### src/dpcr_pkg.sv
// ----------------------------------------------------------------------------
// dpcr_pkg
// Shared sizes and controller/datapath interface types for the demand
// paging translator with second-chance clock replacement.
// ----------------------------------------------------------------------------
`default_nettype none

package dpcr_pkg;

    // Address split and table sizes
    localparam int ADDR_W      = 16;
    localparam int PAGE_BITS   = 8;
    localparam int PAGE_COUNT  = 256;
    localparam int FRAME_COUNT = 32;
    localparam int PAGE_W      = $clog2(PAGE_COUNT);
    localparam int FRAME_W     = $clog2(FRAME_COUNT);
    localparam int HAND_W      = $clog2(FRAME_COUNT + 1);

    // Result item packing
    localparam int PHYS_W      = 13;
    localparam int OUT_TDATA_W = 32;
    localparam int OUT_USED_W  = PHYS_W + FRAME_W + 1 + 1 + PAGE_W + 1;

    // Commands from the controller to the datapath
    typedef struct packed {
        logic capture;      // latch a new item, start the map read
        logic hit_commit;   // finish an item whose page is mapped
        logic free_commit;  // finish a fault that takes the next free frame
        logic sweep_step;   // examine one frame under the clock hand
        logic evict_commit; // finish a fault that replaces the victim
    } dpcr_cmd_t;

    // Status from the datapath to the controller
    typedef struct packed {
        logic page_hit;     // page of the held item is mapped
        logic free_avail;   // a never-used frame is still available
        logic hand_ref;     // reference bit under the (wrapped) hand
        logic out_free;     // output register can take a result
    } dpcr_stat_t;

endpackage : dpcr_pkg

`default_nettype wire

### src/dpcr_ctrl.sv
// ----------------------------------------------------------------------------
// dpcr_ctrl
// Sequencer: lookup, free-frame allocation, clock sweep and eviction.
// ----------------------------------------------------------------------------
`default_nettype none

module dpcr_ctrl (
    input  wire logic                clk,
    input  wire logic                rst_n,
    input  wire logic                in_valid,
    output logic                     in_ready,
    input  wire dpcr_pkg::dpcr_stat_t stat,
    output dpcr_pkg::dpcr_cmd_t      cmd
);
    import dpcr_pkg::*;

    typedef enum logic [1:0] {
        ST_IDLE,
        ST_LOOK,
        ST_SWEEP,
        ST_EVICT
    } state_t;

    state_t state_reg;
    state_t state_next;

    // Next state and commands
    always_comb
    begin
        state_next = state_reg;
        cmd        = '0;
        case (state_reg)
            ST_IDLE:
            begin
                if (in_valid)
                begin
                    cmd.capture = 1'b1;
                    state_next  = ST_LOOK;
                end
            end
            ST_LOOK:
            begin
                if (stat.page_hit)
                begin
                    if (stat.out_free)
                    begin
                        cmd.hit_commit = 1'b1;
                        state_next     = ST_IDLE;
                    end
                end
                else if (stat.free_avail)
                begin
                    if (stat.out_free)
                    begin
                        cmd.free_commit = 1'b1;
                        state_next      = ST_IDLE;
                    end
                end
                else
                begin
                    state_next = ST_SWEEP;
                end
            end
            ST_SWEEP:
            begin
                cmd.sweep_step = 1'b1;
                if (!stat.hand_ref)
                begin
                    state_next = ST_EVICT;
                end
            end
            ST_EVICT:
            begin
                if (stat.out_free)
                begin
                    cmd.evict_commit = 1'b1;
                    state_next       = ST_IDLE;
                end
            end
            default:
            begin
                state_next = ST_IDLE;
            end
        endcase
    end

    // State register
    always_ff @(posedge clk or negedge rst_n)
    begin
        if (!rst_n)
        begin
            state_reg <= ST_IDLE;
        end
        else
        begin
            state_reg <= state_next;
        end
    end

    assign in_ready = (state_reg == ST_IDLE);

endmodule : dpcr_ctrl

`default_nettype wire

### src/dpcr_datapath.sv
// ----------------------------------------------------------------------------
// dpcr_datapath
// Page table, frame ownership, reference bits, clock hand and result register.
// ----------------------------------------------------------------------------
`default_nettype none

module dpcr_datapath (
    input  wire logic                               clk,
    input  wire logic                               rst_n,
    input  wire logic [dpcr_pkg::ADDR_W-1:0]        in_addr,
    input  wire logic                               in_func,
    input  wire dpcr_pkg::dpcr_cmd_t                cmd,
    output dpcr_pkg::dpcr_stat_t                    stat,
    output logic                                    out_valid,
    input  wire logic                               out_ready,
    output logic [dpcr_pkg::OUT_TDATA_W-1:0]        out_data
);
    import dpcr_pkg::*;

    // Held item
    logic                 func_reg;
    logic [PAGE_W-1:0]    page_reg;
    logic [PAGE_BITS-1:0] offset_reg;

    // Page table and frame state; a mapped page owns exactly one frame,
    // so its dirty mark is kept with the frame
    logic [PAGE_COUNT-1:0]  valid_reg;
    logic [PAGE_COUNT-1:0]  valid_next;
    logic [FRAME_COUNT-1:0] frame_dirty_reg;
    logic [FRAME_COUNT-1:0] ref_reg;
    logic [HAND_W-1:0]      hand_reg;
    logic                   full_reg;
    logic [FRAME_W-1:0]     victim_frame_reg;

    // Memories: page to frame map, frame to owning page
    logic [FRAME_W-1:0] map_frame_mem [PAGE_COUNT];
    logic [FRAME_W-1:0] map_frame_rd_reg;
    logic [PAGE_W-1:0]  owner_mem [FRAME_COUNT];
    logic [PAGE_W-1:0]  owner_rd_reg;

    // Result register
    logic                 out_valid_reg;
    logic [PHYS_W-1:0]    out_phys_reg;
    logic [FRAME_W-1:0]   out_frame_reg;
    logic                 out_fault_reg;
    logic                 out_evicted_reg;
    logic [PAGE_W-1:0]    out_epage_reg;
    logic                 out_wb_reg;

    logic [PAGE_W-1:0]  in_page;
    logic [FRAME_W-1:0] hand_wrap;
    logic [FRAME_W-1:0] commit_frame;
    logic               commit_any;
    logic               commit_fault;
    logic [PAGE_W-1:0]  victim_page;

    assign in_page = PAGE_W'(in_addr >> PAGE_BITS);

    // Hand wraps to frame 0 before a look when it has run past the end
    assign hand_wrap = (hand_reg >= HAND_W'(FRAME_COUNT)) ? '0 : hand_reg[FRAME_W-1:0];

    assign commit_fault = cmd.free_commit | cmd.evict_commit;
    assign commit_any   = cmd.hit_commit | commit_fault;
    assign victim_page  = owner_rd_reg;

    // Frame the committed access ends up in
    always_comb
    begin
        if (cmd.hit_commit)
        begin
            commit_frame = map_frame_rd_reg;
        end
        else if (cmd.free_commit)
        begin
            commit_frame = hand_reg[FRAME_W-1:0];
        end
        else
        begin
            commit_frame = victim_frame_reg;
        end
    end

    // Valid marks: victim unmapped, new page mapped
    always_comb
    begin
        valid_next = valid_reg;
        if (cmd.evict_commit)
        begin
            valid_next[victim_page] = 1'b0;
        end
        if (commit_fault)
        begin
            valid_next[page_reg] = 1'b1;
        end
    end

    // Status to the controller
    assign stat.page_hit   = valid_reg[page_reg];
    assign stat.free_avail = !full_reg && (hand_reg < HAND_W'(FRAME_COUNT));
    assign stat.hand_ref   = ref_reg[hand_wrap];
    assign stat.out_free   = !out_valid_reg || out_ready;

    // Held item capture
    always_ff @(posedge clk)
    begin
        if (cmd.capture)
        begin
            func_reg   <= in_func;
            page_reg   <= in_page;
            offset_reg <= in_addr[PAGE_BITS-1:0];
        end
    end

    // Map memory: read on capture, write on a fault commit
    always_ff @(posedge clk)
    begin
        if (cmd.capture)
        begin
            map_frame_rd_reg <= map_frame_mem[in_page];
        end
        if (commit_fault)
        begin
            map_frame_mem[page_reg] <= commit_frame;
        end
    end

    // Owner memory: read the frame under the hand, write on a fault commit
    always_ff @(posedge clk)
    begin
        if (cmd.sweep_step)
        begin
            owner_rd_reg <= owner_mem[hand_wrap];
        end
        if (commit_fault)
        begin
            owner_mem[commit_frame] <= page_reg;
        end
    end

    // Valid, dirty and reference bits, clock hand
    always_ff @(posedge clk or negedge rst_n)
    begin
        if (!rst_n)
        begin
            valid_reg       <= '0;
            frame_dirty_reg <= '0;
            ref_reg         <= '0;
            hand_reg        <= '0;
            full_reg        <= 1'b0;
        end
        else
        begin
            // one look of the sweep: clear a set bit, or stop at a clear one; the hand moves on either way
            if (cmd.sweep_step)
            begin
                if (ref_reg[hand_wrap])
                begin
                    ref_reg[hand_wrap] <= 1'b0;
                end
                hand_reg <= HAND_W'(hand_wrap) + HAND_W'(1);
            end
            if (cmd.free_commit)
            begin
                hand_reg <= hand_reg + HAND_W'(1);
                if (hand_reg == HAND_W'(FRAME_COUNT - 1))
                begin
                    full_reg <= 1'b1;
                end
            end
            valid_reg <= valid_next;
            // new mapping starts clean unless written
            if (commit_fault)
            begin
                frame_dirty_reg[commit_frame] <= func_reg;
            end
            else if (cmd.hit_commit && func_reg)
            begin
                frame_dirty_reg[commit_frame] <= 1'b1;
            end
            if (commit_any)
            begin
                ref_reg[commit_frame] <= 1'b1;
            end
        end
    end

    // Remember the victim frame when the sweep stops
    always_ff @(posedge clk)
    begin
        if (cmd.sweep_step && !ref_reg[hand_wrap])
        begin
            victim_frame_reg <= hand_wrap;
        end
    end

    // Result valid flag
    always_ff @(posedge clk or negedge rst_n)
    begin
        if (!rst_n)
        begin
            out_valid_reg <= 1'b0;
        end
        else if (commit_any)
        begin
            out_valid_reg <= 1'b1;
        end
        else if (out_ready)
        begin
            out_valid_reg <= 1'b0;
        end
    end

    // Result payload
    always_ff @(posedge clk)
    begin
        if (commit_any)
        begin
            out_phys_reg    <= PHYS_W'({commit_frame, offset_reg});
            out_frame_reg   <= commit_frame;
            out_fault_reg   <= commit_fault;
            out_evicted_reg <= cmd.evict_commit;
            out_epage_reg   <= cmd.evict_commit ? victim_page : '0;
            out_wb_reg      <= cmd.evict_commit && frame_dirty_reg[victim_frame_reg];
        end
    end

    assign out_valid = out_valid_reg;
    assign out_data  = {(OUT_TDATA_W - OUT_USED_W)'(0), out_wb_reg, out_epage_reg,
                        out_evicted_reg, out_fault_reg, out_frame_reg, out_phys_reg};

endmodule : dpcr_datapath

`default_nettype wire

### src/demand_paging_clock_replacement_core.sv
// ----------------------------------------------------------------------------
// demand_paging_clock_replacement_core
// Logical to physical address translator with second-chance replacement.
// ----------------------------------------------------------------------------
// Usage:
//   Slave channel s_*: one access item, address on s_tdata, read/write on
//   s_tuser. Master channel m_*: one result item per access.
//   One access is handled at a time. A mapped page, or a fault served from
//   a never-used frame, is committed from the lookup state: its result is
//   registered as the block becomes ready again, in the same cycle.
//   A fault with all frames in use sweeps the clock hand, one frame a
//   cycle, 1 to FRAME_COUNT + 1 looks, then moves to the evict state,
//   which commits once the output register is free.
//   Reset clears all valid, dirty and reference bits and the hand at once;
//   no clearing pass is needed, the block is ready straight after reset.
//   A stalled master holds the result in the output register; the block
//   still accepts and looks up the next access and waits only at commit.
// ----------------------------------------------------------------------------
`default_nettype none

module demand_paging_clock_replacement_core (
    input  wire logic        clk,
    input  wire logic        rst_n,
    input  wire logic        s_tvalid,
    output logic             s_tready,
    input  wire logic [15:0] s_tdata,   // [15:0] virt_address
    input  wire logic [0:0]  s_tuser,   // [0] func (0 read, 1 write)
    output logic             m_tvalid,
    input  wire logic        m_tready,
    output logic [31:0]      m_tdata    // [12:0] phys_address, [17:13] frame_used,
                                        // [18] page_fault, [19] evicted,
                                        // [27:20] evicted_page, [28] needs_writeback
);
    import dpcr_pkg::*;

    dpcr_cmd_t  cmd;
    dpcr_stat_t stat;

    // Sequencer
    dpcr_ctrl u_ctrl (
        .clk      (clk),
        .rst_n    (rst_n),
        .in_valid (s_tvalid),
        .in_ready (s_tready),
        .stat     (stat),
        .cmd      (cmd)
    );

    // Tables and result register
    dpcr_datapath u_datapath (
        .clk       (clk),
        .rst_n     (rst_n),
        .in_addr   (s_tdata),
        .in_func   (s_tuser[0]),
        .cmd       (cmd),
        .stat      (stat),
        .out_valid (m_tvalid),
        .out_ready (m_tready),
        .out_data  (m_tdata)
    );

    // One item in flight: ready drops after an accept
    assert property (@(posedge clk) disable iff (!rst_n)
        s_tvalid && s_tready |=> !s_tready)
        else $error("item accepted while another is in progress");

    // A new result is only produced while the input side is busy
    assert property (@(posedge clk) disable iff (!rst_n)
        $rose(m_tvalid) |-> $past(!s_tready))
        else $error("result appeared without an item in progress");

    // Without eviction the eviction fields are zero
    assert property (@(posedge clk) disable iff (!rst_n)
        m_tvalid && !m_tdata[19] |-> m_tdata[28:20] == 9'd0)
        else $error("eviction details set without eviction");

    // An eviction is always a fault
    assert property (@(posedge clk) disable iff (!rst_n)
        m_tvalid && m_tdata[19] |-> m_tdata[18])
        else $error("eviction reported without page fault");

endmodule : demand_paging_clock_replacement_core

`default_nettype wire
### config.mk
export PLATFORM = sky130hd
export DESIGN_NAME = demand_paging_clock_replacement_core
export DESIGN_NICKNAME = d
export VERILOG_FILES = /design/src/dpcr_pkg.sv /design/src/dpcr_ctrl.sv /design/src/dpcr_datapath.sv /design/src/demand_paging_clock_replacement_core.sv
export SDC_FILE = /design/constraint.sdc
export NUM_CORES = 2
export LEC_CHECK = 0
export BUFFER_PORTS_ARGS = -buffer_cell sky130_fd_sc_hd__buf_2
export CORE_UTILIZATION = 45
export DETAILED_ROUTE_END_ITERATION = 6
export PLACE_DENSITY = 0.7
export RECOVER_POWER = 50
export SYNTH_ARGS = -nofsm -noshare
export SYNTH_HDL_FRONTEND = slang
export SYNTH_SLANG_ARGS = --single-unit
### constraint.sdc
create_clock -name clk -period 46.9 [get_ports clk]
set_input_delay 2.345 -clock clk [delete_from_list [all_inputs] [get_ports clk]]
set_output_delay 2.345 -clock clk [all_outputs]
set_load 0.05 [all_outputs]
==> results.ini <==
[status]
outcome=complete, but fails checks
violations_in_the_final_reports=max-capacitance violations, max-slew violations

[finish]
design.final.nets=4296
area.growth.synth_to_final_pct=10.5
fraction_of_layout_cells_with_a_size_suffix_above_1_pct=18.4
design_area_mm2=0.0849
layout_commonest_cell=edfxtp_1
largest_reg_flops=1280
layout_common_cells=1595 x edfxtp_1, 601 x o21ai_0, 459 x mux4_2
layout.filler_cells=13400

[placement]
post_dp_cell_area_mm2=0.0792
routabilityCongestion=0.824
placement.io_buffers=51
place.detailed.hpwl_um=109000

[clock_network]
number_of_buffers_inserted_by_post_cts_setup_repair=0
cts_hold_buf=0
cts.clk_slew.worst_paths_ps=60
post_cts_resize_count=0
number_of_sinks_handled_by_clock_tree_synthesis=1925
ctsHtreeMaxLevel=4
tritoncts=done
max-clock-path-buffers=3
number_of_buffers_added_by_the_clock_tree_synthesis_step=185
ctsRootBufferMaster=clkbuf_16
insertion_delay_ps=830

[global_route]
use_met3_pct=4.24
grt_use_total_pct=21.8
grt_pass1_vias=41700
grt_total_ovfl=0
globalRouteMet2Util_pct=34.6
peak_usage_layer_in_the_global_routing_report=met2
antenna_found_initial=6
largest_net_degree_at_the_start_of_global_routing=167
grt_pass1_wl_um=280000
grt.met1_usage_pct=30.1

[power_and_ir_drop]
combPwrFrac_pct=19.5
netSwitchingPower_mw=1.42
vdd_drop_max_uv=66.4
p_int_mw=3.37
power.clock.fraction_pct=31.1
power_per_cell_area_mw_per_mm2=56.4
sequentialPowerShare_pct=49.4
power.share.switching_pct=29.7
total_leakage_power_nw=27.5

[sta]
setup-tns-final_ps=0
hold_violations=0
fin_hold_ws_ps=416
max_clock_freq_mhz=49.0
slew_violations=2266
fin_crit_sh_pct=43.6
setup_violations=0
timing.final.crit_period_ps=20430
grt_setup_unrepaired=no
slew_at_the_pin_closest_to_its_max_slew_limit_ps=8870
clock-skew-final_ps=62.7
slew_headroom_pct=-491

[worst_setup_path]
cp.arrival_ps=20850
worst_path_max_stage_delay_ps=5530
crit_path_top_delay_cell=clkbuf_1
worst_ep_required_time_ps=47330
cp_cell_sequence=clkbuf_1 > clkbuf_1 > mux4_1 > mux4_2 > o22ai_1 > nor3_1 > nor4_1 > nor3_1 > or2_0 > a221oi_1 > clkinvlp_2 > nand3_1 > nor2_1
timing.critical_path.buf_inv=3
worst-path-max-fanout=166
category_of_the_worst_setup_path_capture_point=flop
type_of_the_worst_setup_path=flop to flop
startpoint_type=flop
critical_path.top_delay_family=buffers and inverters

[detailed_routing]
drt-total-wl_um=189000
via_count=41900
drt_first_pass_iters=7
post-route-drc-count=0
initialDrtViolationCount=5051
ant_nets=0
drt-vias-per-instance=6.29
routedWlPerCell_um=28.4

[floorplan]
die_x_um=415
chipHeight_um=415
design.core.area_mm2=0.169
initial_utilization_pct=45.3
num_rows=151
floorplan.io_pins=55
design.die.area_mm2=0.172

[logic_synthesis]
mappedNetlistArea_mm2=0.0768
flip_flop_and_latch_count_after_synthesis=1925
ys_flop_type=edfxtp_1
synth-seq-area-share_pct=73.1
synthArstFlopShare_pct=17.1
synth-edff-count=1595
synth_unique_cells=69
netlist_instances=4299
syn_area_per_cell_um2=17.9
synth.yosys.warnings=0

[flow_run]
max-cap-violations=44

[worst_hold_path]
worstHoldPathType=flop to flop

-- through the flow --
| step | utilization [%] | total power [mW] | cells | worst slack [ps] |
|---|---|---|---|---|
| 2_1_floorplan | - | 2.98 | 4301 | 30980 |
| 3_3_place_gp | 46.7 | 3.24 | 6305 | 38590 |
| 3_5_place_dp | 46.7 | 3.28 | 6305 | 38510 |
| 4_1_cts | 50.3 | 4.76 | 6653 | 39390 |
| 5_1_grt | 50.1 | 4.96 | 6653 | 25050 |
| 6_report | 50.1 | 4.79 | 6656 | 26470 |
-- cells by family after synthesis --
family,synth area share [%]
AOI/OAI and AO/OA,7.02
xor gates and xnor gates,0.0114
muxes,14.8
DFF,73.1
buffers and inverters,1.93
other,0.00488
adders and majority gates,0.0163
and+or+nand+nor,3.14
-- path summary, 6_finish.rpt --
path                                          start                           to  slack (ps)  cells past startpoint
min in group asynchronous                     rst_n    u_datapath.valid_reg[154]        4160                      1
hold reg to reg            u_datapath.offset_reg[3]   u_datapath.out_phys_reg[3]         420                      0
setup / recovery             u_datapath.page_reg[0]  u_datapath.owner_mem[18][6]       26470                     13
max in group asynchronous                     rst_n        u_datapath.ref_reg[5]       33670                      3
setup reg to reg             u_datapath.page_reg[0]  u_datapath.owner_mem[18][6]       26470                     13
hold / removal             u_datapath.offset_reg[3]   u_datapath.out_phys_reg[3]         420                      0
-- layer usage --
layer  share of wire [%]  vias to the layer above  wire (µm)
met1                  39                    22000      74100
li1                    -                    17200          -
met5               0.024                        -         45
met2                  48                     2234      91300
met3                 8.9                      418      16800
met4                 3.5                        8       6590
-- synthesized netlist by cell type, drive strengths merged (2+ instances only) --
cell	n	area [µm²]
o21bai	2	15.0
o31ai	10	80.1
or4	7	52.6
a22o	64	561
o211ai	2	15.0
nand3b	4	30.0
edfxtp	1595	47900
nor4	2	27.5
a21oi	16	83.8
nor2	317	1190
a21boi	2	15.0
nand2b	10	62.6
o22ai	39	244
a21o	3	22.5
a221oi	69	622
nand3	45	230
inv	18	67.6
nor2b	21	131
mux2i	84	841
or3	7	43.8
nor3	10	55.1
nand4b	8	70.1
a22oi	36	275
and3	2	12.5
mux4	461	10400
o21ai	650	3260
buf	82	443
dfrtp	330	8260
and2	15	93.8
nand4	8	56.3
mux2	12	135
nand2	75	282
a31oi	5	31.3
clkbuf	259	972
a2111oi	4	53.8
a41oi	2	17.5
or2	10	65.1
-- final cells by class --
class | instances | area (µm²) | share of cell area [%]
antenna | 3 | 7.51 | 0.00884
clock buffer | 227 | 4910 | 5.78
clock inverter | 121 | 1190 | 1.41
inverter | 18 | 72.6 | 0.0855
multi-input combinational | 2017 | 19200 | 22.6
sequential | 1925 | 56200 | 66.1
tap | 2218 | 2780 | 3.27
timing repair buffer | 127 | 639 | 0.753
-- power groups by stage --
stage                     clock network [mW]  logic [mW]  registers [mW]
final                                   1.49       0.932            2.37
after global routing                    1.57        1.00            2.38
after CTS                               1.51       0.937            2.31
after detailed placement                   0       0.935            2.35
after global placement                     0       0.901            2.34
after floorplan                            0       0.560            2.42
No activity file was read; power rests on OpenSTA's default activity.
